[src/rtl/core/stereo_peak_meter_ballistics_macros.svh]
// ---------------------------------------------------------------------------
// stereo peak meter assertion macros
// concurrent checks clocked on clk, held off while arst_n is low
// ---------------------------------------------------------------------------
`ifndef STEREO_PEAK_METER_BALLISTICS_MACROS_SVH
`define STEREO_PEAK_METER_BALLISTICS_MACROS_SVH

// condition holds at every edge
`define SPM_ASSERT_ALWAYS(lbl, cond, msg) \
	lbl: assert property (@(posedge clk) disable iff (!arst_n) (cond)) else $error(msg);

// consequence holds in the same cycle
`define SPM_ASSERT_IMPL(lbl, ante, cons, msg) \
	lbl: assert property (@(posedge clk) disable iff (!arst_n) (ante) |-> (cons)) \
		else $error(msg);

// consequence holds in the next cycle
`define SPM_ASSERT_NEXT(lbl, ante, cons, msg) \
	lbl: assert property (@(posedge clk) disable iff (!arst_n) (ante) |=> (cons)) \
		else $error(msg);

`endif

[src/rtl/core/spm_pkg.sv]
// ---------------------------------------------------------------------------
// spm_pkg
// shared types, field widths and constants of the stereo peak meter
// ---------------------------------------------------------------------------
`timescale 1ns / 1ps

package spm_pkg;

	localparam int RING_DEPTH_DEF = 256;
	localparam int BAR_STEPS_DEF  = 190;

	localparam int SAMPLE_W = 16;
	localparam int MAG_W    = 16;
	localparam int RING_W   = 2 * MAG_W;
	localparam int LEVEL_W  = 16;
	localparam int GAIN_W   = 8;
	localparam int WIN_W    = 9;
	localparam int LIT_W    = 7;
	localparam int ZONE_W   = 2;
	localparam int ADDR_W   = 4;
	localparam int DATA_W   = 32;

	localparam int GAIN_SHIFT = 8;
	localparam int BAR_SHIFT  = 15;

	localparam logic [LEVEL_W-1:0] LEVEL_FULL  = 16'h8000;
	localparam logic [GAIN_W-1:0]  ATTACK_RST  = 8'd51;
	localparam logic [GAIN_W-1:0]  RELEASE_RST = 8'd13;
	localparam logic [WIN_W-1:0]   WINDOW_RST  = 9'd200;
	localparam logic [LIT_W-1:0]   LIT_MAX     = 7'd127;

	// zone thresholds on position * 2 * ZONE_SCALE / bar steps
	localparam int ZONE_SCALE     = 90;
	localparam int ZONE_RED_ABOVE = 80;
	localparam int ZONE_YEL_ABOVE = 65;

	localparam logic OP_FRAME = 1'b0;
	localparam logic OP_TICK  = 1'b1;

	localparam logic [1:0] REG_ATTACK  = 2'd0;
	localparam logic [1:0] REG_RELEASE = 2'd1;
	localparam logic [1:0] REG_WINDOW  = 2'd2;

	typedef enum logic [ZONE_W-1:0] {
		ZONE_NONE,
		ZONE_GREEN,
		ZONE_YELLOW,
		ZONE_RED
	} zone_t;

	typedef struct packed {
		logic                       opcode;
		logic signed [SAMPLE_W-1:0] left_sample;
		logic signed [SAMPLE_W-1:0] right_sample;
	} item_t;

	typedef struct packed {
		logic [LEVEL_W-1:0] left_level;
		logic [LEVEL_W-1:0] right_level;
		logic [LIT_W-1:0]   left_lit;
		logic [LIT_W-1:0]   right_lit;
		logic [ZONE_W-1:0]  left_zone;
		logic [ZONE_W-1:0]  right_zone;
	} meter_t;

	typedef struct packed {
		logic [GAIN_W-1:0] attack_gain;
		logic [GAIN_W-1:0] release_gain;
		logic [WIN_W-1:0]  window_len;
	} cfg_t;

	function automatic logic [MAG_W-1:0] mag16(input logic signed [SAMPLE_W-1:0] s);
		logic [MAG_W-1:0] u;
		u = s;
		return s[SAMPLE_W-1] ? (~u + MAG_W'(1)) : u;
	endfunction

endpackage

[src/rtl/core/spm_cfg.sv]
// ---------------------------------------------------------------------------
// spm_cfg
// register port holding the ballistics gains and the scan window
// ---------------------------------------------------------------------------
`timescale 1ns / 1ps

module spm_cfg (
	input  logic                       clk,
	input  logic                       arst_n,
	input  logic                       psel,
	input  logic                       penable,
	input  logic                       pwrite,
	input  logic [spm_pkg::ADDR_W-1:0] paddr,
	input  logic [spm_pkg::DATA_W-1:0] pwdata,
	output logic [spm_pkg::DATA_W-1:0] prdata,
	output logic                       pready,
	output spm_pkg::cfg_t              cfg
);
	import spm_pkg::*;

	cfg_t       cfg_q;
	logic       wr;
	logic [1:0] reg_idx;

	assign pready  = 1'b1;
	assign wr      = psel && penable && pwrite && pready;
	assign reg_idx = paddr[ADDR_W-1:2];
	assign cfg     = cfg_q;

	always_ff @(posedge clk or negedge arst_n) begin
		if (!arst_n) begin
			cfg_q.attack_gain  <= ATTACK_RST;
			cfg_q.release_gain <= RELEASE_RST;
			cfg_q.window_len   <= WINDOW_RST;
		end else if (wr) begin
			unique case (reg_idx)
				REG_ATTACK:  cfg_q.attack_gain  <= pwdata[GAIN_W-1:0];
				REG_RELEASE: cfg_q.release_gain <= pwdata[GAIN_W-1:0];
				REG_WINDOW:  cfg_q.window_len   <= pwdata[WIN_W-1:0];
				default: ;
			endcase
		end
	end

	always_comb begin
		unique case (reg_idx)
			REG_ATTACK:  prdata = DATA_W'(cfg_q.attack_gain);
			REG_RELEASE: prdata = DATA_W'(cfg_q.release_gain);
			REG_WINDOW:  prdata = DATA_W'(cfg_q.window_len);
			default:     prdata = '0;
		endcase
	end

endmodule

[config.mk]
export PLATFORM = sky130hd
export DESIGN_NAME = spm_cfg
export DESIGN_NICKNAME = d
export VERILOG_FILES = /design/src/rtl/core/stereo_peak_meter_ballistics_macros.svh /design/src/rtl/core/spm_pkg.sv /design/src/rtl/core/spm_cfg.sv
export SDC_FILE = /design/constraint.sdc
export NUM_CORES = 1
export LEC_CHECK = 0
export ABC_AREA = 1
export BUFFER_PORTS_ARGS = -buffer_cell sky130_fd_sc_hd__buf_2
export CAP_MARGIN = 20
export CORE_MARGIN = 1
export CORE_UTILIZATION = 40
export CTS_CLUSTER_DIAMETER = 150
export CTS_CLUSTER_SIZE = 16
export DETAILED_ROUTE_END_ITERATION = 16
export PLACE_DENSITY = 0.84
export SLEW_MARGIN = 20
export SYNTH_ARGS = -nofsm -noshare
export SYNTH_HDL_FRONTEND = slang
export SYNTH_SLANG_ARGS = --single-unit
export TNS_END_PERCENT = 50
[constraint.sdc]
create_clock -name clk -period 0.9 [get_ports clk]
set_clock_uncertainty 0.15 [all_clocks]
set_input_delay 0.09 -clock clk [delete_from_list [all_inputs] [get_ports clk]]
set_output_delay 0.09 -clock clk [all_outputs]
set_load 0.03 [all_outputs]
Yosys cells after proc, flatten, opt, wreduce, memory -nomap -nowiden
Cells that the tools add are included.
{"block": "totals", "regBits": 25, "input_bits": 41, "output_inout_bits": 58}
{"block": "classes", "n_eq_ne": 2, "n_mux": 1, "n_reduce_logical": 6}
{"op": "$pmux W9 S3", "n": 1}
{"op": "$reduce_and A2 Y1", "n": 3}
{"op": "$eq A2 B1 Y1 const B", "n": 1}
{"op": "$eq A2 B2 Y1 const B", "n": 1}
{"op": "$logic_and A1 B1 Y1", "n": 2}
{"op": "$logic_not A2 Y1", "n": 1}

Logic depth before layout (Yosys ltp)
Gate-level depths: netlist of the first run.
{"block": "depth", "word_depth": 3, "ltp_mapped": 6, "mapped_depth_nobuf": 6}

Worst setup path after synthesis of the first run
Ideal clock, no wire load.
{"block": "synth_path", "path_type": "reg-to-output", "from": "register cfg_q (netlist bit cfg[8])", "to": "output prdata[8] (netlist bit)", "arrival_time_ns": 0.998, "required_time_ns": 0.660, "slack_ns": -0.338, "path_stages_with_launch": 3, "path_buffers": 0, "cell_sequence": "dfrtp_1 inv_1 nor2_1"}
{"block": "synth_via", "elab_chain_cells": 1}
{"item": "start: declaration", "line_no": "spm_cfg.sv:21", "text": "cfg_t cfg_q;"}
{"item": "$pmux W9 S3", "line_no": "spm_cfg.sv:46", "text": "unique case (reg_idx)"}
{"item": "end: declaration", "line_no": "spm_cfg.sv:15", "text": "output logic [spm_pkg::DATA_W-1:0] prdata,"}
Every way passes these cells.

Worst setup path in the final report of the first run
{"block": "layout_path", "from": "register cfg_q (netlist bit cfg[18])", "to": "output prdata[1] (netlist bit)"}
Same word-level chain as after synthesis.

==> metrics.txt, run 1 <==
antenna violations before repair=0; largest net degree at the start of global routing=17; CTS Buf Count=3; first-pass GRT wire length=5.98 mm; status=finished, violations left; layout cells sized above 1=49.8%; max incr delay on CP=0.60 ns; Synth-to-Final Area Change=74.7%; DP Cell Count=293; Slew Limit Fails=0; r2r startpoint=cfg[3]$_DFFE_PN1P_; crit path from=cfg[18]$_DFFE_PN1P_; post-route ant nets=0; Die Span Y=60.5 um; Int Power=2.79 mW; Die X=60.5 um; Initial DRT Pass Iterations=4; FMAX=0.704 GHz; final worst-path cycle share=158%; power share of the combinational group=54.4%; CP Class=flip-flop to output pin; clk root buf=clkbuf_4; GRT overflow=0; sequential share of power=34.6%; critical path fanouts, max=3; Post-DP HPWL=2.55 mm; drt total wl=4.12 mm; Seq/Total Area, Yosys=46.6%; startpoint types=flip-flop; Sw Share=40.6%; post-layout min period=1.42 ns; RSZ-0062 raised after global routing=true; final hold violation count=0; crit-path cells=nand2_2, nand3_4, buf_6; Syn Area/Cell=7.69 um2; most common library cell in the layout ignoring fill and taps=nand2_1; CP top delay family=flip-flops; met1 Usage GRT=24.6%; setup slack after layout=-0.520 ns; CP Buf/Inv Count=1; Final TNS setup=-14.45 ns; leading area contributor after synthesis=nand2_1; most frequent cells in the layout=88 x nand2_1, 52 x buf_6, 24 x conb_1, 16 x nand2_2; Tot Pwr=4.70 mW; # rows=20; DRC viols=0; Clock Tree Buf Depth=2; Clock Power Share=11.0%; all-layer global routing usage=22.4%; Leak=1.30 nW; Yosys reg bits=25; fillers=212; FF-to-FF End=cfg[3]$_DFFE_PN1P_; vias in the first global route=1415; worst hold margin=0.0194 ns; crit path capture=prdata[1]; initial core utilization=43.4%; Final setup viols=44; Ys Warns=0; CTS tree=yes; Netlist cell types=14; vias per cell=4.53; die area=0.00366 mm2; CP max-delay cell=dfstp_2; core area=0.00315 mm2; Clock transition at path regs=0.14 ns; max reg flops=25; Final Util=75.8%; GR Layer Usage met3=4.26%; Syn Inst Count=178; diodes inserted=0; top post-synthesis cells by area=nand2_1 28%, dfrtp_1 27%, dfstp_2 19%; worst hold path type=primary input to asynchronous set/reset pin; grt met2 use=41.0%; fin cells=317; Post-Syn Area=0.00137 mm2; Worst setup EP type=output pin; Worst EP arrival=1.18 ns; io pins=99; peak supply drop=0.972 mV; Avg WL per Cell=13.0 um; busiest layer in global routing=met2; nets@finish=315; violated checks=setup timing; Worst path depth=3; maxcap violations=0; R2R setup slack=-0.26 ns; R2R cell count=5; H-tree levels=1; # port buffers=49; vias post-DR=1435; worst skew pair latency=0.32 ns; WP data required=0.66 ns; GPL Wtd Cong=0.790; clk sinks=25; NetSw=1.91 mW; DRT iter0 DRCs=48; P per Cell Area=1970 mW/mm2; Synth top area share=27.7%
## worst min path at each step
stage | endpoint | startpoint | slack [ns] | depth (start not counted)
detailed placement | cfg[2]$_DFFE_PN0P_ | arst_n | -0.18 | 1
CTS | cfg[16]$_DFFE_PN0P_ | arst_n | -0.002 | 2
global placement | cfg[2]$_DFFE_PN0P_ | arst_n | -0.18 | 1
floorplan | cfg[0]$_DFFE_PN0P_ | arst_n | -0.36 | 0
global route | cfg[16]$_DFFE_PN0P_ | arst_n | 0.03 | 2
finish | cfg[2]$_DFFE_PN0P_ | arst_n | 0.02 | 2
## layout make-up
cell class | count | area, um2 | area share, %
clock buffer | 3 | 22.5 | 0.942
tap | 44 | 55.1 | 2.30
multi-input combinational | 145 | 751 | 31.4
sequential | 25 | 639 | 26.7
timing repair buffer | 93 | 893 | 37.4
clock inverter | 1 | 7.51 | 0.314
inverter | 6 | 22.5 | 0.942
## through the flow
stage	setup WS (ns)	cell area, um2
detailed placement	-0.292	1900
global placement	-0.266	1900
finish	-0.520	2390
global route	-0.568	2390
floorplan	-0.170	1590
CTS	-0.507	2310
## cells in the mapped netlist, drive strengths merged
master and instances:
nor2 6, nand2 106, dfstp 10, buf 24, conb 2, inv 6
nand3 9, dfrtp 15
## kinds of logic after synthesis
| logic type | synth area share (%) |
|---|---|
| AND/OR/NAND/NOR | 38.0 |
| buffers and inverters | 14.8 |
| flip-flops | 46.6 |
| other | 0.549 |
## what timing repair did
action,in CTS,in global routing
hold endpoints to repair,50,0
setup buffers,3,7
setup endpoints to repair,37,55
cloned,0,0
hold buffers,10,0
gates resized for setup,80,11
pin swaps,6,2
## power groups by stage
| stage | Clock [mW] | Sequential (mW) | Combinational (mW) |
|---|---|---|---|
| finish | 0.516 | 1.63 | 2.55 |
| global route | 0.575 | 1.65 | 2.70 |
| CTS | 0.529 | 1.62 | 2.37 |
| detailed placement | 0 | 1.60 | 1.82 |
| global placement | 0 | 1.59 | 1.79 |
| floorplan | 0 | 2.09 | 0.730 |
## routing by layer
| layer | share of wire [%] | vias up | routed length, um |
|---|---|---|---|
| li1 | - | 682 | - |
| met1 | 37 | 669 | 1520 |
| met2 | 53 | 76 | 2200 |
| met3 | 7.6 | 8 | 311 |
| met4 | 2.0 | 0 | 82 |
| met5 | 0 | - | 0 |
Note: power is estimated with default switching activity, not from simulation.
==> run 2: changes to the inputs <==
--- a/config.mk
+++ b/config.mk
@@ -14,6 +14,7 @@
 export CTS_CLUSTER_SIZE = 16
 export DETAILED_ROUTE_END_ITERATION = 16
 export PLACE_DENSITY = 0.84
+export SETUP_SLACK_MARGIN = 0.15
 export SLEW_MARGIN = 20
 export SYNTH_ARGS = -nofsm -noshare
 export SYNTH_HDL_FRONTEND = slang
==> run 2 against run 1 <==
  * The flow finishes with violations (hold timing, setup timing)
  * Worst hold slack worse by 0.23 ns
  * Global-route usage up 3.0 points
  * Core utilization down 2.9 points
  * Clock power up 9.5%
  * Total power up 0.49%
  * Die area unchanged
  * Cell area down 3.8%
  * Flip-flop and latch count unchanged
  * Fmax down 2.0%
  * Combinational power down 2%
  * Non-clock buffer count down 10
  * Clock-buffer cell count unchanged
  * Critical path type unchanged
  * Critical endpoint is now prdata[0]
  * Largest cell class unchanged
==> metrics.txt, run 2 (synthesis results as in run 1) <==
maxcap violations=0; CTS tree=yes; # port buffers=49; clk sinks=25; all-layer global routing usage=25.4%; drt total wl=4.34 mm; worst hold margin=-0.215 ns; Synth-to-Final Area Change=68.1%; Leak=1.25 nW; # rows=20; most common library cell in the layout ignoring fill and taps=nand2_1; Final Util=73.0%; placed cell area=0.00190 mm2; worst hold path type=primary input to flip-flop; final worst-path cycle share=161%; CTS Buf Count=3; Slew Limit Fails=0; CP Class=flip-flop to output pin; diodes inserted=0; Die X=60.5 um; RSZ-0062 raised after global routing=true; max reg flops=25; first-pass GRT wire length=6.56 mm; antenna violations before repair=0; Avg WL per Cell=14.1 um; Clock transition at path regs=0.16 ns; design area=0.00230 mm2; startpoint types=flip-flop; vias per cell=4.58; largest net degree at the start of global routing=26; GRT overflow=0; vias post-DR=1407; core area=0.00315 mm2; post-layout min period=1.45 ns; layout cells sized above 1=54.4%; nets@finish=305; DRT iter0 DRCs=46; cts hold-fix bufs=1; initial core utilization=43.4%; DP Cell Count=293; peak supply drop=0.948 mV; final hold violation count=25; critical path fanouts, max=3; Post-DP HPWL=2.63 mm; Worst setup EP type=output pin; Die Span Y=60.5 um; Initial DRT Pass Iterations=4; GPL Wtd Cong=0.750; setup slack after layout=-0.549 ns; fin cells=307; status=finished, violations left; vias in the first global route=1438; io pins=99; P per Cell Area=2050 mW/mm2; crit-path cells=nand2_2, nand3_4, buf_6; Place WS=-0.268 ns; WP data required=0.66 ns; worst skew pair latency=0.35 ns; FMAX=0.690 GHz; post-route ant nets=0; clk root buf=clkbuf_4; Clock Tree Buf Depth=2; Final TNS setup=-15.54 ns; DRC viols=0; H-tree levels=1; CP max-delay cell=dfstp_2; Worst EP arrival=1.21 ns; die area=0.00366 mm2; Tot Pwr=4.72 mW; Final setup viols=49; max incr delay on CP=0.59 ns; most frequent cells in the layout=83 x nand2_1, 49 x buf_6, 24 x conb_1, 21 x nand2_2, 17 x buf_4; violated checks=hold timing, setup timing
## run 2: changes by cell type in the layout (fill, tap and decap cells not counted), sizes merged
cell	before	now
dlygate4sd3	10	1
buf	83	82
## run 2: layout make-up
cell class,count,area (um2)
inverters,6,25.0
fillers,234,852
multi-input cells,145,763
clock buffers,3,22.5
flip-flops and latches,25,643
clock inverters,1,7.51
repair buffers,83,785
well taps,44,55.1
## run 2: where the power goes
group          internal (mW)  switching (mW)  leakage (nW)  total [mW]
Clock                  0.171           0.394        0.0139       0.565
Combinational           1.15            1.36         0.945        2.51
Sequential              1.43           0.217         0.290        1.65
Total                   2.75            1.97          1.25        4.72
## run 2: worst max-delay path: cells and delay by family (launching register included)
kind	cells	cell delay [ns]
simple gates	2	0.14
buf+inv	1	0.13
flops	1	0.59
## run 2: repair_timing
item	in CTS	in global routing
hold endpoints to repair	50	25
resized for setup	76	18
gates cloned	0	0
buffers inserted	7	2
pin swaps	21	13
endpoints found under the setup margin	59	59
## run 2: metal layers
metal	global-route usage [%]	vias to the layer above	part of all wire, %
met5	0	-	0
met4	13.3	0	1.7
met3	5.33	6	3.9
met2	46.6	51	57
met1	27.4	684	38
li1	-	666	-
## run 2: path summary, 6_finish.rpt
| check | from | endpoint | slack [ns] | cells past startpoint |
|---|---|---|---|---|
| hold reg to reg | cfg[12]$_DFFE_PN1P_ | cfg[12]$_DFFE_PN1P_ | 0.34 | 2 |
| max in group asynchronous | arst_n | cfg[11]$_DFFE_PN1P_ | 0.33 | 3 |
| min in group asynchronous | arst_n | cfg[14]$_DFFE_PN0P_ | 0.03 | 3 |
| setup reg to reg | cfg[9]$_DFFE_PN1P_ | cfg[9]$_DFFE_PN1P_ | -0.19 | 4 |
| setup / recovery | cfg[17]$_DFFE_PN1P_ | prdata[0] | -0.55 | 3 |
| hold / removal | pwdata[3] | cfg[3]$_DFFE_PN1P_ | -0.22 | 3 |
==> run 3: changes to the inputs <==
--- a/config.mk
+++ b/config.mk
@@ -9,11 +9,10 @@
 export BUFFER_PORTS_ARGS = -buffer_cell sky130_fd_sc_hd__buf_2
 export CAP_MARGIN = 20
 export CORE_MARGIN = 1
-export CORE_UTILIZATION = 40
+export CORE_UTILIZATION = 36
 export CTS_CLUSTER_DIAMETER = 150
-export CTS_CLUSTER_SIZE = 16
 export DETAILED_ROUTE_END_ITERATION = 16
-export PLACE_DENSITY = 0.84
+export PLACE_DENSITY = 0.8
 export SETUP_SLACK_MARGIN = 0.15
 export SLEW_MARGIN = 20
 export SYNTH_ARGS = -nofsm -noshare
==> constraint.sdc (replaced) <==
create_clock -name clk -period 1.31 [get_ports clk]
set_clock_uncertainty 0.15 [all_clocks]
set_input_delay 0.131 -clock clk [delete_from_list [all_inputs] [get_ports clk]]
set_output_delay 0.131 -clock clk [all_outputs]
set_load 0.03 [all_outputs]
==> run 3 against run 2 <==
  * The run ends with setup timing left
  * Setup slack better by 0.48 ns
  * Global-route usage down 8.3 points
  * Flip-flop and latch count unchanged
  * Sequential power down 32%
  * Worst hold slack better by 0.34 ns
  * Critical path depth unchanged
  * Critical path type unchanged
  * Critical endpoint is now prdata[6]
  * Largest cell class is now multi-input combinational cells
  * Largest power group unchanged
==> metrics.txt, run 3 (synthesis results as in run 1) <==
final worst-path cycle share=105%; Clock Tree Buf Depth=2; max incr delay on CP=0.55 ns; GRT overflow=0; Synth-to-Final Area Change=44.1%; CP max-delay cell=dfstp_2; most common library cell in the layout ignoring fill and taps=nand2_1; actual slew at the worst max-slew pin=0.549 ns; io pins=99; antenna violations before repair=0; Worst setup EP type=output pin; Initial DRT Pass Iterations=4; Clock transition at path regs=0.09 ns; CP top delay family=flip-flops; startpoint types=flip-flop; # rows=22; first-pass GRT wire length=5.28 mm; diodes inserted=0; Slew Limit Fails=0; all-layer global routing usage=17.1%; clk sinks=25; CTS tree=yes; Final TNS setup=-0.475 ns; most frequent cells in the layout=94 x nand2_1, 24 x conb_1, 23 x buf_6, 18 x buf_2, 15 x dfrtp_1; die area=0.00405 mm2; P per Cell Area=1440 mW/mm2; placed cell area=0.00162 mm2; nets@finish=285; Die X=63.7 um; Worst EP arrival=1.10 ns; # port buffers=49; Final setup viols=9; post-route ant nets=0; vias in the first global route=1110; clk root buf=clkbuf_8; RSZ-0062 raised after global routing=true; DRC viols=0; CP Class=flip-flop to output pin; FMAX=0.725 GHz; worst hold path type=primary input to flip-flop; Post-DP HPWL=2.29 mm; max reg flops=25; fin cells=291; final hold violation count=0; maxcap violations=0; CTS Buf Count=3; Leak=1.11 nW; drt total wl=3.35 mm; WP data required=1.03 ns; vias per cell=4.34; DP Cell Count=276; violated checks=setup timing; DRT iter0 DRCs=32; H-tree levels=1; setup slack after layout=-0.0695 ns; core area=0.00366 mm2; Place WS=0.111 ns; largest net degree at the start of global routing=26; critical path fanouts, max=3; Avg WL per Cell=11.5 um; layout cells sized above 1=39.9%; CP Buf/Inv Count=1; design area=0.00197 mm2; Die Span Y=63.7 um; crit-path cells=nand2_1, nand3_1, buf_6; initial core utilization=37.4%; status=finished, violations left; worst skew pair latency=0.26 ns; relative slew slack=63.4%; GPL Wtd Cong=0.770; vias post-DR=1262; peak supply drop=0.841 mV; post-layout min period=1.38 ns
-- run 3: layer usage --
metal  share of wire, %  vias to the layer above  GRT usage [%]
li1                   -                      622              -
met5                  0                        -              0
met1                 39                      585           21.5
met4                1.7                        0           9.94
met2                 53                       49           27.8
met3                6.5                        6           2.36
-- run 3: tightest hold or removal path, delay by kind of cell --
family / cells / cell delay, ns
buffers and inverters: 1 / 0.13
and+or+nand+nor: 4 / 0.29
-- run 3: report_power, final --
part           switching (mW)  total (mW)  internal (mW)
sequential              0.153        1.13          0.978
clock                   0.247       0.460          0.213
combinational           0.781        1.25          0.470
total                    1.18        2.84           1.66
-- run 3: per-stage QoR --
step / power, mW / hold slack (ns) / util [%]
2_1_floorplan: 1.87 / -0.315 / -
3_3_place_gp: 2.10 / -0.00619 / 44.2
3_5_place_dp: 2.12 / -0.00221 / 44.2
4_1_cts: 2.68 / 0.130 / 50.4
5_1_grt: 2.99 / 0.144 / 53.9
6_report: 2.84 / 0.121 / 53.9
-- run 3: repair_timing --
| action | 4_1_cts | 5_1_grt |
|---|---|---|
| endpoints found under the setup margin | 19 | 32 |
| hold endpoints to repair | 40 | 0 |
| setup buffers | 0 | 1 |
| pin swaps | 11 | 1 |
| resized for setup | 26 | 59 |
| hold buffers | 10 | 0 |
-- run 3: area by class of cell --
class / instances / area, um2
fill: 354 / 1690
sequential: 25 / 638
tap: 48 / 60.1
inverter: 6 / 22.5
clock buffer: 3 / 41.3
multi-input combinational: 145 / 666
clock inverter: 1 / 5.00
timing repair buffer: 63 / 539
-- run 3: worst paths after layout --
| path | endpoint | from | cells past startpoint | slack (ns) |
|---|---|---|---|---|
| min in group asynchronous | cfg[20]$_DFFE_PN0P_ | arst_n | 2 | 0.22 |
| max reg2reg | cfg[21]$_DFFE_PN1P_ | cfg[21]$_DFFE_PN1P_ | 2 | 0.40 |
| min reg2reg | cfg[7]$_DFFE_PN1P_ | cfg[7]$_DFFE_PN1P_ | 2 | 0.33 |
| max | prdata[6] | cfg[6]$_DFFE_PN1P_ | 3 | -0.07 |
| min | cfg[9]$_DFFE_PN1P_ | paddr[2] | 5 | 0.12 |
| max in group asynchronous | cfg[22]$_DFFE_PN1P_ | arst_n | 2 | 0.41 |
