### config.mk
export PLATFORM = sky130hd
export DESIGN_NAME = spm_mul
export DESIGN_NICKNAME = d
export VERILOG_FILES = /design/src/rtl/core/stereo_peak_meter_ballistics_macros.svh /design/src/rtl/core/spm_pkg.sv /design/src/rtl/core/spm_mul.sv
export SDC_FILE = /design/constraint.sdc
export NUM_CORES = 1
export LEC_CHECK = 0
export BUFFER_PORTS_ARGS = -buffer_cell sky130_fd_sc_hd__buf_2
export CORE_UTILIZATION = 60
export CTS_CLUSTER_SIZE = 14
export DETAILED_ROUTE_END_ITERATION = 10
export GPL_ROUTABILITY_DRIVEN = 0
export PLACE_DENSITY_LB_ADDON = 0.12
export SYNTH_ARGS = -nofsm -noshare
export SYNTH_HDL_FRONTEND = slang
export SYNTH_SLANG_ARGS = --single-unit
### constraint.sdc
create_clock -name clk -period 10.4 [get_ports clk]
set_clock_uncertainty 0.15 [all_clocks]
set_input_delay 0.52 -clock clk [delete_from_list [all_inputs] [get_ports clk]]
set_output_delay 0.52 -clock clk [all_outputs]
set_load 0.02 [all_outputs]
### src/rtl/core/stereo_peak_meter_ballistics_macros.svh
// ---------------------------------------------------------------------------
// stereo peak meter assertion macros
// concurrent checks clocked on clk, held off while arst_n is low
// ---------------------------------------------------------------------------
`ifndef STEREO_PEAK_METER_BALLISTICS_MACROS_SVH
`define STEREO_PEAK_METER_BALLISTICS_MACROS_SVH

// condition holds at every edge
`define SPM_ASSERT_ALWAYS(lbl, cond, msg) \
	lbl: assert property (@(posedge clk) disable iff (!arst_n) (cond)) else $error(msg);

// consequence holds in the same cycle
`define SPM_ASSERT_IMPL(lbl, ante, cons, msg) \
	lbl: assert property (@(posedge clk) disable iff (!arst_n) (ante) |-> (cons)) \
		else $error(msg);

// consequence holds in the next cycle
`define SPM_ASSERT_NEXT(lbl, ante, cons, msg) \
	lbl: assert property (@(posedge clk) disable iff (!arst_n) (ante) |=> (cons)) \
		else $error(msg);

`endif

### src/rtl/core/spm_pkg.sv
// ---------------------------------------------------------------------------
// spm_pkg
// shared types, field widths and constants of the stereo peak meter
// ---------------------------------------------------------------------------
`timescale 1ns / 1ps

package spm_pkg;

	localparam int RING_DEPTH_DEF = 256;
	localparam int BAR_STEPS_DEF  = 190;

	localparam int SAMPLE_W = 16;
	localparam int MAG_W    = 16;
	localparam int RING_W   = 2 * MAG_W;
	localparam int LEVEL_W  = 16;
	localparam int GAIN_W   = 8;
	localparam int WIN_W    = 9;
	localparam int LIT_W    = 7;
	localparam int ZONE_W   = 2;
	localparam int ADDR_W   = 4;
	localparam int DATA_W   = 32;

	localparam int GAIN_SHIFT = 8;
	localparam int BAR_SHIFT  = 15;

	localparam logic [LEVEL_W-1:0] LEVEL_FULL  = 16'h8000;
	localparam logic [GAIN_W-1:0]  ATTACK_RST  = 8'd51;
	localparam logic [GAIN_W-1:0]  RELEASE_RST = 8'd13;
	localparam logic [WIN_W-1:0]   WINDOW_RST  = 9'd200;
	localparam logic [LIT_W-1:0]   LIT_MAX     = 7'd127;

	// zone thresholds on position * 2 * ZONE_SCALE / bar steps
	localparam int ZONE_SCALE     = 90;
	localparam int ZONE_RED_ABOVE = 80;
	localparam int ZONE_YEL_ABOVE = 65;

	localparam logic OP_FRAME = 1'b0;
	localparam logic OP_TICK  = 1'b1;

	localparam logic [1:0] REG_ATTACK  = 2'd0;
	localparam logic [1:0] REG_RELEASE = 2'd1;
	localparam logic [1:0] REG_WINDOW  = 2'd2;

	typedef enum logic [ZONE_W-1:0] {
		ZONE_NONE,
		ZONE_GREEN,
		ZONE_YELLOW,
		ZONE_RED
	} zone_t;

	typedef struct packed {
		logic                       opcode;
		logic signed [SAMPLE_W-1:0] left_sample;
		logic signed [SAMPLE_W-1:0] right_sample;
	} item_t;

	typedef struct packed {
		logic [LEVEL_W-1:0] left_level;
		logic [LEVEL_W-1:0] right_level;
		logic [LIT_W-1:0]   left_lit;
		logic [LIT_W-1:0]   right_lit;
		logic [ZONE_W-1:0]  left_zone;
		logic [ZONE_W-1:0]  right_zone;
	} meter_t;

	typedef struct packed {
		logic [GAIN_W-1:0] attack_gain;
		logic [GAIN_W-1:0] release_gain;
		logic [WIN_W-1:0]  window_len;
	} cfg_t;

	function automatic logic [MAG_W-1:0] mag16(input logic signed [SAMPLE_W-1:0] s);
		logic [MAG_W-1:0] u;
		u = s;
		return s[SAMPLE_W-1] ? (~u + MAG_W'(1)) : u;
	endfunction

endpackage

### src/rtl/core/spm_mul.sv
// ---------------------------------------------------------------------------
// spm_mul
// shared unsigned multiplier with registered product
// ---------------------------------------------------------------------------
`timescale 1ns / 1ps

module spm_mul #(
	parameter int A_W = spm_pkg::LEVEL_W,
	parameter int B_W = spm_pkg::GAIN_W
) (
	input  logic               clk,
	input  logic [A_W-1:0]     a,
	input  logic [B_W-1:0]     b,
	output logic [A_W+B_W-1:0] prod
);
	logic [A_W+B_W-1:0] prod_q;

	assign prod = prod_q;

	always_ff @(posedge clk) begin
		prod_q <= (A_W+B_W)'(a) * (A_W+B_W)'(b);
	end

endmodule

## Word-level counts from Yosys, hierarchy flattened

Index checks and enable logic that the tools add are counted.

| word-level totals | value |
|---|---|
| flip-flop bits (word level) | 24 |
| input port bits | 25 |
| output and inout bits | 24 |
| logic and storage cells | 2 |

| operators by class | value |
|---|---|
| $mul | 1 |

Operators with widths:

| operator | number |
|---|---|
| $mul A16 B8 Y24 | 1 |

## Logic depth before layout (Yosys ltp)

Gate-level depths: netlist of run 1.

| depth | value |
|---|---|
| depth after elaboration | 1 |
| gate-level depth with buffers | 17 |
| mapped depth without buffers | 15 |

## Worst setup path after synthesis of run 1

OpenSTA, ideal clock, no wires.

| path | value |
|---|---|
| path type | input to register |
| from | in b[2] |
| to | reg prod_q[20] (netlist: prod[20]) |
| setup time | 0.072 ns |
| data arrival time | 4.375 ns |
| required time | 10.178 ns |
| setup slack | 5.803 ns |
| stages on the path | 14 |
| path buffers | 1 |
| cells stage by stage | clkbuf_1 and2_1 fa_1 fa_1 fa_1 inv_1 fa_1 inv_1 ha_1 and4_4 a41o_1 a31o_1 a311oi_2 xnor2_1 |

| on the way | value |
|---|---|
| word-level cells in the longest chain between the ends | 1 |

Ends and longest elaborated chain:

| item | line | RTL |
|---|---|---|
| start, declared | spm_mul.sv:13 | `input logic [B_W-1:0] b,` |
| $mul A16 B8 Y24 | spm_mul.sv:21 | `prod_q <= (A_W+B_W)'(a) * (A_W+B_W)'(b);` |
| end signal, assigned | spm_mul.sv:21 |  |
| end, declared | spm_mul.sv:16 | `logic [A_W+B_W-1:0] prod_q;` |

Every way passes these cells.

## Worst setup path after layout of run 1

| path | value |
|---|---|
| from | in b[2] |
| to | reg prod_q[22] (netlist: prod[22]) |

Same word-level chain as after synthesis.

==> flow_summary.rst, run 1 <==
.. list-table::
   :header-rows: 1

   * - Metric
     - Value
   * - Antenna violations before repair
     - 0
   * - Worst ir drop on vdd
     - 0.000177 V
   * - Number of max-cap violations
     - 0
   * - Required arrival time at the worst endpoint
     - 10390 ps
   * - Aggregate global routing overflow
     - 0
   * - Post-synth ARST share
     - 0
   * - Number of register bits inferred by synthesis
     - 24
   * - Design area
     - 5020 sq um
   * - Cell Count Post-Placement
     - 644
   * - Max Fclk
     - 210 MHz
   * - Post-route DRC
     - 0
   * - HPWL after detailed placement
     - 7.93 mm
   * - Post-synth net total
     - 660
   * - Worst hold slack
     - 439 ps
   * - Level count of the clock H-tree
     - 1
   * - Leading cell type in the layout, fill and taps excluded
     - and2_1
   * - Total standard cell area after synthesis
     - 4640 sq um
   * - CTS buffer count
     - 3
   * - Iteration-0 DRC count of the detailed router
     - 114
   * - Fill cell total of the finished layout
     - 635
   * - Number of flops mapped to enable cells by yosys
     - 0
   * - Placed cell area
     - 4970 sq um
   * - Least-Margin Pin Slew
     - 393 ps
   * - Cells after Synth
     - 507
   * - Source of the worst hold timing path
     - a[0]
   * - Final max-slew violation count
     - 0
   * - Detailed-route wire length per cell
     - 14.4 um
   * - Total global-route track usage
     - 0.265
   * - Start point of the critical path
     - b[2]
   * - Count of warnings emitted by yosys
     - 0
   * - Post-CTS setup buffers
     - 0
   * - Number of antenna cells inserted
     - 0
   * - Final-report setup violation count
     - 0
   * - Top cell by count, worst path
     - fa_1
   * - Final WL
     - 9.31 mm
   * - Detailed-router iteration count before antenna repair
     - 4
   * - Pwr per Cell Area
     - 229 nW/um^2
   * - Worst slew margin
     - 0.736
   * - Post-cts repair resize count
     - 0
   * - Ordered cell list for the critical path
     - buf_2 > nand2_1 > fa_1 > fa_1 > inv_1 > fa_1 > inv_1 > fa_1 > inv_1 > ha_1 > a2111oi_0 > o21ai_0 > a32oi_1 > a41oi_1 > xor2_1
   * - Vias in the first global route
     - 3941
   * - Register area
     - 480 sq um
   * - Number of hold violations in the final report
     - 0
   * - Critical-path maximum fanout
     - 16
   * - Clk slew on worst S/H paths
     - 80 ps
   * - Mean instance size in the synthesized netlist
     - 9.16 sq um
   * - Start-to-end type of the worst setup path
     - in2reg
   * - Flip-flop count of the largest register, all copies and words added
     - 24
   * - Kind of path behind the tightest hold check
     - in2reg
   * - CTS tree
     - built
   * - Crit. path cell count
     - 15
   * - Floorplan row count
     - 31
   * - Biggest cell delay along the critical path
     - 550 ps
   * - RSZ-0062 raised after global routing
     - false
   * - Per-cell via count in the routed design
     - 5.42
   * - Critical path endpoint
     - prod[22]
   * - Slowest stage cell, crit path
     - fa_1
   * - Final critical delay including setup and external delays
     - 4760 ps
   * - Static Leak
     - 2.62 nW
   * - Signed area change from the synthesized netlist to the final layout
     - 8.16%
   * - Capturing element type of the critical path
     - flip-flop
   * - Maximum number of pins on one net before global-route repair
     - 17
   * - Number of standard cells in the layout, taps in and fillers out
     - 648
   * - Sink Count
     - 24
   * - Endpoint arrival time on the critical path
     - 4750 ps
   * - Area of the core
     - 7370 sq um
   * - Sequential-to-total area share from yosys stat
     - 0.103
   * - Number of distinct library cell variants in the gate-level netlist after synthesis
     - 40
   * - Run status
     - complete, no violations
   * - Post-route fraction of the period consumed by the critical path
     - 0.458
   * - Effective utilization at floorplan
     - 0.630
   * - # nets final
     - 703
   * - Die ar.
     - 8090 sq um
   * - Most frequent cells in the layout
     - and2_1 (104), inv_1 (103), fa_1 (84)
   * - Maximum buffer depth of the clock tree
     - 2
   * - Horizontal die dimension
     - 90.0 um
   * - Setup TNS
     - 0 ps
   * - Post-CTS Hold Fix Bufs
     - 0
   * - Worst path bufs/invs
     - 4
   * - Global-route wire length before repair
     - 17.4 mm
   * - Routed Antenna Nets
     - 0
   * - Multi-input gate area
     - 3740 sq um
   * - Die height
     - 90.0 um
   * - Cell at the root of the clock tree
     - clkbuf_8
   * - Number of vias in the routed layout
     - 3515
   * - I/O pin cnt
     - 49
   * - Launching element type of the critical path
     - input port
   * - Number of port buffers
     - 48
   * - Proportion of layout cells with a drive suffix above 1
     - 0.106
   * - Most common flop cell mapped by yosys
     - dfxtp_1
   * - Cell family contributing the most delay on the critical path
     - adder cells
## worst min path at each step
stage | slack [ps] | cells past startpoint | endpoint
5_1_grt | 450 | 2 | prod[0]
2_1_floorplan | 490 | 1 | prod[0]
3_5_place_dp | 710 | 2 | prod[0]
6_report | 440 | 2 | prod[0]
4_1_cts | 430 | 2 | prod[0]
3_3_place_gp | 700 | 2 | prod[0]
## logic make-up (layout without fill, tap and decap cells)
family                   after synthesis  count (layout)  synth area share
AND/OR/NAND/NOR                      161             161             0.193
flip-flops                            24              24             0.103
adder cells (fa/ha/maj)              128             128             0.481
AO/OA/AOI/OAI                         63              63            0.0965
buffers and inverters                113             155            0.0919
XOR/XNOR                              18              18            0.0340
## power by group
| part | total [mW] | internal [mW] | switching, mW |
|---|---|---|---|
| Sequential | 0.154 | 0.145 | 0.00837 |
| Combinational | 0.936 | 0.379 | 0.557 |
| Clock | 0.0617 | 0.0337 | 0.0279 |
| Total | 1.15 | 0.558 | 0.593 |
## cell type report
class / instances / share of cell area
Clock buffer: 4 / 0.0110
Inverter: 103 / 0.0770
Multi-Input combinational cell: 370 / 0.744
Sequential cell: 24 / 0.0957
Tap cell: 99 / 0.0247
Timing Repair Buffer: 48 / 0.0478
## metrics by stage
stage	worst slack (ps)	total power [mW]	util
finish	5640	1.15	0.681
global route	5480	1.29	0.681
CTS	5710	1.16	0.681
detailed placement	5440	1.09	0.674
global placement	5530	1.08	0.674
floorplan	5800	0.879	-
## synth_stat cells, types with 2 or more instances
cell	number	area, sq um
a41oi_1	2	17.5
o21a_1	5	37.5
xnor2_1	11	96.3
nor2_1	8	30.0
nand3_1	2	10.0
o211ai_1	5	37.5
a211oi_1	4	30.0
xor2_1	7	61.3
and2_1	104	651
o21ai_0	7	35.0
o21bai_1	2	15.0
dfxtp_1	24	480
and3_1	2	12.5
inv_1	103	387
a21oi_1	15	75.1
clkbuf_1	8	30.0
a32oi_1	2	17.5
fa_1	84	1680
nand2_1	38	143
ha_1	44	551
a21o_1	7	52.6
buf_2	2	10.0
a31oi_1	4	25.0
## layer usage
layer | track usage | up-vias | wire [um]
met3 | 0.0296 | 18 | 308
li1 | - | 1660 | -
met1 | 0.293 | 1753 | 3510
met2 | 0.532 | 84 | 5250
met4 | 0.0672 | 0 | 241
met5 | 0 | - | 0
(Power assumes the default switching activity.)
==> inputs of run 2 (changes only) <==
Settings changed: CORE_UTILIZATION 60 to 56.
Clock period 10.4 ns to 4 ns, I/O delays scaled along.
==> run 2 against run 1 <==
Compared with the run above:
- clock power grew to 3.5 times the previous value
- sequential power grew to 2.6 times the previous value
- die area grew 7.0%
- clock-buffer cell count decreased by 1
- via count grew 8.2%
- combinational power rose to 3.8 times the previous value
- hold slack lost 270 ps
- non-clock buffer count grew 63
- power rose to 3.6 times the previous value
- global-route usage is 0.12 points higher
- first-iteration DRC count down 1.8%
- critical path type unchanged
- critical endpoint is now prod[23]
==> flow_summary.rst, run 2 (synthesized netlist as in run 1, its figures left out) <==
.. list-table::
   :header-rows: 1

   * - Metric
     - Value
   * - Run status
     - complete, no violations
   * - Flip-flop count of the largest register, all copies and words added
     - 24
   * - Cell at the root of the clock tree
     - clkbuf_8
   * - Setup TNS
     - 0 ps
   * - Maximum number of pins on one net before global-route repair
     - 17
   * - Per-cell via count in the routed design
     - 5.33
   * - Kind of path behind the tightest hold check
     - in2reg
   * - Routed wl met3
     - 242 um
   * - Capturing element type of the critical path
     - flip-flop
   * - Die height
     - 93.1 um
   * - Worst-case setup margin in the final layout
     - 55.6 ps
   * - Placed cell area
     - 5500 sq um
   * - Met1 wire length
     - 3.92 mm
   * - Area of the core
     - 7890 sq um
   * - Clk slew on worst S/H paths
     - 90 ps
   * - Number of vias in the routed layout
     - 3804
   * - # nets final
     - 766
   * - Design area
     - 5860 sq um
   * - Total global-route track usage
     - 0.266
   * - CTS tree
     - built
   * - Highest routed metal layer
     - met4
   * - Post-CTS Hold Fix Bufs
     - 0
   * - Launching element type of the critical path
     - input port
   * - Share of the core filled with cells in the final layout
     - 0.742
   * - Antenna violations before repair
     - 0
   * - Final WL
     - 10.5 mm
   * - Endpoint arrival time on the critical path
     - 4000 ps
   * - Proportion of layout cells with a drive suffix above 1
     - 0.275
   * - Post-route fraction of the period consumed by the critical path
     - 0.986
   * - Post-route DRC
     - 0
   * - Floorplan row count
     - 32
   * - Required arrival time at the worst endpoint
     - 4060 ps
   * - Biggest cell delay along the critical path
     - 530 ps
   * - Number of hold violations in the final report
     - 0
   * - Detailed-router iteration count before antenna repair
     - 4
   * - Level count of the clock H-tree
     - 1
   * - Horizontal die dimension
     - 93.1 um
   * - Number of antenna cells inserted
     - 0
   * - HPWL after detailed placement
     - 8.61 mm
   * - Iteration-0 DRC count of the detailed router
     - 112
   * - Worst slew margin
     - 0.773
   * - Global-route wire length before repair
     - 18.1 mm
   * - Number of standard cells in the layout, taps in and fillers out
     - 714
   * - Aggregate global routing overflow
     - 0
   * - I/O pin cnt
     - 49
   * - Routed Antenna Nets
     - 0
   * - Final-report setup violation count
     - 0
   * - Max Fclk
     - 254 MHz
   * - Static Leak
     - 2.97 nW
   * - Number of max-cap violations
     - 0
   * - RSZ-0062 raised after global routing
     - true
   * - Critical-path maximum fanout
     - 5
   * - Most frequent cells in the layout
     - inv_1 (99), and2_1 (91), fa_1 (80)
   * - Die ar.
     - 8660 sq um
   * - Top cell by count, worst path
     - fa_1
   * - Pwr per Cell Area
     - 713 nW/um^2
   * - Slowest stage cell, crit path
     - fa_1
   * - Start-to-end type of the worst setup path
     - in2reg
   * - Leading cell type in the layout, fill and taps excluded
     - inv_1
   * - Number of port buffers
     - 48
   * - Final max-slew violation count
     - 0
   * - CTS buffer count
     - 3
   * - Worst hold slack
     - 167 ps
   * - Cell family contributing the most delay on the critical path
     - adder cells
   * - Detailed-route wire length per cell
     - 14.8 um
   * - Design Power
     - 4.18 mW
   * - Maximum buffer depth of the clock tree
     - 2
   * - Worst slack at placement
     - -477 ps
   * - Sink Count
     - 24
   * - Worst ir drop on vdd
     - 0.000495 V
   * - Vias in the first global route
     - 4244
   * - Cell Count Post-Placement
     - 705
   * - Effective utilization at floorplan
     - 0.589
   * - Least-Margin Pin Slew
     - 339 ps
   * - Ordered cell list for the critical path
     - buf_2 > and2_4 > fa_1 > fa_1 > fa_1 > inv_2 > fa_1 > inv_1 > ha_4 > and4_4 > and4_4 > o211ai_1 > buf_4 > a41oi_2 > xnor2_1
   * - Final critical delay including setup and external delays
     - 3940 ps
   * - Signed area change from the synthesized netlist to the final layout
     - 26.1%
   * - Worst path bufs/invs
     - 4
   * - Detailed route wirelength on metal2
     - 6.06 mm
==> run 2: cell types whose count changed in the layout (fill, tap and decap cells not counted), sizes merged <==
cell,before,now
bufinv,0,1
buf,48,110
==> run 2: power breakdown <==
| part | internal (mW) | total, mW | switching (mW) |
|---|---|---|---|
| Sequential | 0.378 | 0.402 | 0.0244 |
| Combinational | 1.71 | 3.56 | 1.85 |
| Clock | 0.134 | 0.214 | 0.0801 |
==> run 2: area by class of cell <==
class                           instances  area (sq um)
Clock buffer                            3          41.3
Sequential cell                        24           480
Tap cell                              102           128
Fill cell                             591          2030
Timing Repair Buffer                  111           782
Clock inverter                          1          30.0
Inverter                              103           387
Multi-Input combinational cell        370          4010
==> run 2: what timing repair did <==
| action | in CTS | in global routing |
|---|---|---|
| pin swaps | 6 | 39 |
| gates resized for setup | 18 | 50 |
| endpoints found under the setup margin | 6 | 12 |
| buffers inserted | 4 | 1 |
==> run 2: final timing paths <==
| check | slack [ps] | startpoint | endpoint | depth (start not counted) |
|---|---|---|---|---|
| hold / removal | 170 | a[0] | prod[0] | 3 |
| setup / recovery | 60 | a[14] | prod[23] | 15 |
==> run 2: worst min-delay path: cells and delay by family <==
kind	cells	cell delay (ps)
buffers and inverters	2	240
AND/OR/NAND/NOR	1	110
==> run 2: layer usage <==
metal / GRT usage / up-vias
met2: 0.539 / 86
met3: 0.0341 / 34
met5: 0 / -
li1: - / 1781
met1: 0.282 / 1903
met4: 0.0769 / 0
==> inputs of run 3 (changes only) <==
Settings changed: CORE_UTILIZATION 56 to 50, PLACE_DENSITY set to 0.72, PLACE_DENSITY_LB_ADDON 0.12 to unset.
==> run 3 against run 2 <==
Compared with the run above:
- the run now ends with design-rule violations left
- hold slack better by 13 ps
- flip-flop and latch count unchanged
- critical endpoint is now prod[20]
- cell count up 0.70%
- global-route usage down 2.4 points
- largest cell class unchanged
- clock-buffer cell count up 1
==> flow_summary.rst, run 3 (synthesized netlist as in run 1, its figures left out) <==
.. list-table::
   :header-rows: 1

   * - Metric
     - Value
   * - Per-cell via count in the routed design
     - 5.22
   * - Detailed-router iteration count before antenna repair
     - 9
   * - Clk slew on worst S/H paths
     - 80 ps
   * - Final WL
     - 10.4 mm
   * - Cell at the root of the clock tree
     - clkbuf_8
   * - Post-route fraction of the period consumed by the critical path
     - 0.979
   * - Flip-flop count of the largest register, all copies and words added
     - 24
   * - Number of vias in the routed layout
     - 3751
   * - Final-report setup violation count
     - 0
   * - Global-route wire length before repair
     - 19.1 mm
   * - Post-route DRC
     - 1
   * - Start-to-end type of the worst setup path
     - in2reg
   * - Least-Margin Pin Slew
     - 349 ps
   * - Worst hold slack
     - 181 ps
   * - Most frequent cells in the layout
     - inv_1 (97), and2_1 (88), fa_1 (79)
   * - Pwr per Cell Area
     - 690 nW/um^2
   * - Number of port buffers
     - 48
   * - Static Leak
     - 2.98 nW
   * - Fill cell total of the finished layout
     - 736
   * - Vias in the first global route
     - 4280
   * - Endpoint arrival time on the critical path
     - 3920 ps
   * - Worst ir drop on vdd
     - 0.000496 V
   * - Level count of the clock H-tree
     - 1
   * - Leading cell type in the layout, fill and taps excluded
     - inv_1
   * - Critical-path maximum fanout
     - 7
   * - CTS buffer count
     - 3
   * - Final critical delay including setup and external delays
     - 3910 ps
   * - Area of the core
     - 8850 sq um
   * - Violations in the final reports
     - design-rule violations
   * - Maximum number of pins on one net before global-route repair
     - 17
   * - Number of antenna cells inserted
     - 0
   * - Maximum buffer depth of the clock tree
     - 2
   * - Routed Antenna Nets
     - 0
   * - Max Fclk
     - 255 MHz
   * - Setup TNS
     - 0 ps
   * - Launching element type of the critical path
     - input port
   * - I/O pin cnt
     - 49
   * - Aggregate global routing overflow
     - 0
   * - Detailed-route wire length per cell
     - 14.4 um
   * - Sink Count
     - 24
   * - Antenna violations before repair
     - 0
   * - Total global-route track usage
     - 0.243
   * - CTS tree
     - built
   * - Post-CTS setup buffers
     - 0
   * - Signed area change from the synthesized netlist to the final layout
     - 26.6%
   * - HPWL after detailed placement
     - 8.82 mm
   * - Iteration-0 DRC count of the detailed router
     - 90
   * - Effective utilization at floorplan
     - 0.525
   * - Number of max-cap violations
     - 0
   * - Final max-slew violation count
     - 0
   * - Horizontal die dimension
     - 98.4 um
   * - Worst slew margin
     - 0.766
   * - RSZ-0062 raised after global routing
     - true
   * - Proportion of layout cells with a drive suffix above 1
     - 0.293
   * - Run status
     - finished with violations
   * - Required arrival time at the worst endpoint
     - 4010 ps
   * - # nets final
     - 765
   * - Post-CTS Hold Fix Bufs
     - 0
   * - Number of hold violations in the final report
     - 0
   * - Die ar.
     - 9680 sq um
   * - Floorplan row count
     - 34
   * - Die height
     - 98.4 um
   * - Kind of path behind the tightest hold check
     - in2reg
   * - Capturing element type of the critical path
     - flip-flop
run 3: worst paths after layout:
| check | to | startpoint | cells past startpoint | slack [ps] |
|---|---|---|---|---|
| worst min-delay path | prod[0] | a[0] | 3 | 180 |
| worst max-delay path | prod[20] | a[4] | 14 | 90 |
run 3: area by class of cell:
cell class,instances,area (sq um),share of cell area
clock buffer,4,55.1,0.00937
inverter,103,387,0.0658
multi-input combinational,370,4020,0.684
sequential,24,480,0.0818
tap,108,135,0.0230
timing repair buffer,110,801,0.136
run 3: metal layers:
metal / share of wire / vias to the layer above / track usage
met1: 0.39 / 1861 / 0.284
met5: 0 / - / 0
li1: - / 1782 / -
met2: 0.55 / 84 / 0.471
met4: 0.027 / 0 / 0.0631
met3: 0.032 / 24 / 0.0215
run 3: report_power, final:
group / total, mW / leakage, nW / switching, mW / internal (mW)
logic: 3.48 / 2.75 / 1.83 / 1.65
clock network: 0.164 / 0.0288 / 0.0764 / 0.0878
registers: 0.408 / 0.202 / 0.0295 / 0.378
total: 4.05 / 2.98 / 1.93 / 2.12
run 3: metrics by stage:
step / area, sq um / worst slack, ps / util / cells / total power, mW
3_3_place_gp: 5530 / -304 / 0.625 / 715 / 3.48
3_5_place_dp: 5530 / -400 / 0.625 / 715 / 3.57
5_1_grt: 5880 / -67.3 / 0.664 / 719 / 4.50
6_report: 5880 / 86.0 / 0.664 / 719 / 4.05
4_1_cts: 5600 / -17.5 / 0.633 / 719 / 3.76
2_1_floorplan: 4790 / -5.57 / - / 507 / 2.47
run 3: timing repair:
action	4_1_cts	5_1_grt
resized for setup	4	87
gates cloned	0	0
setup endpoints to repair	6	12
pin swaps	1	38
run 3: critical path, cell delays in order:
cell and delay, ps:
buf_4 140, and2_1 180, fa_2 400, fa_1 490
fa_1 550, inv_1 50, fa_1 490, inv_2 50
ha_4 260, a211oi_1 340, o211ai_1 190, and2_1 230
a311oi_2 260, xnor2_1 100
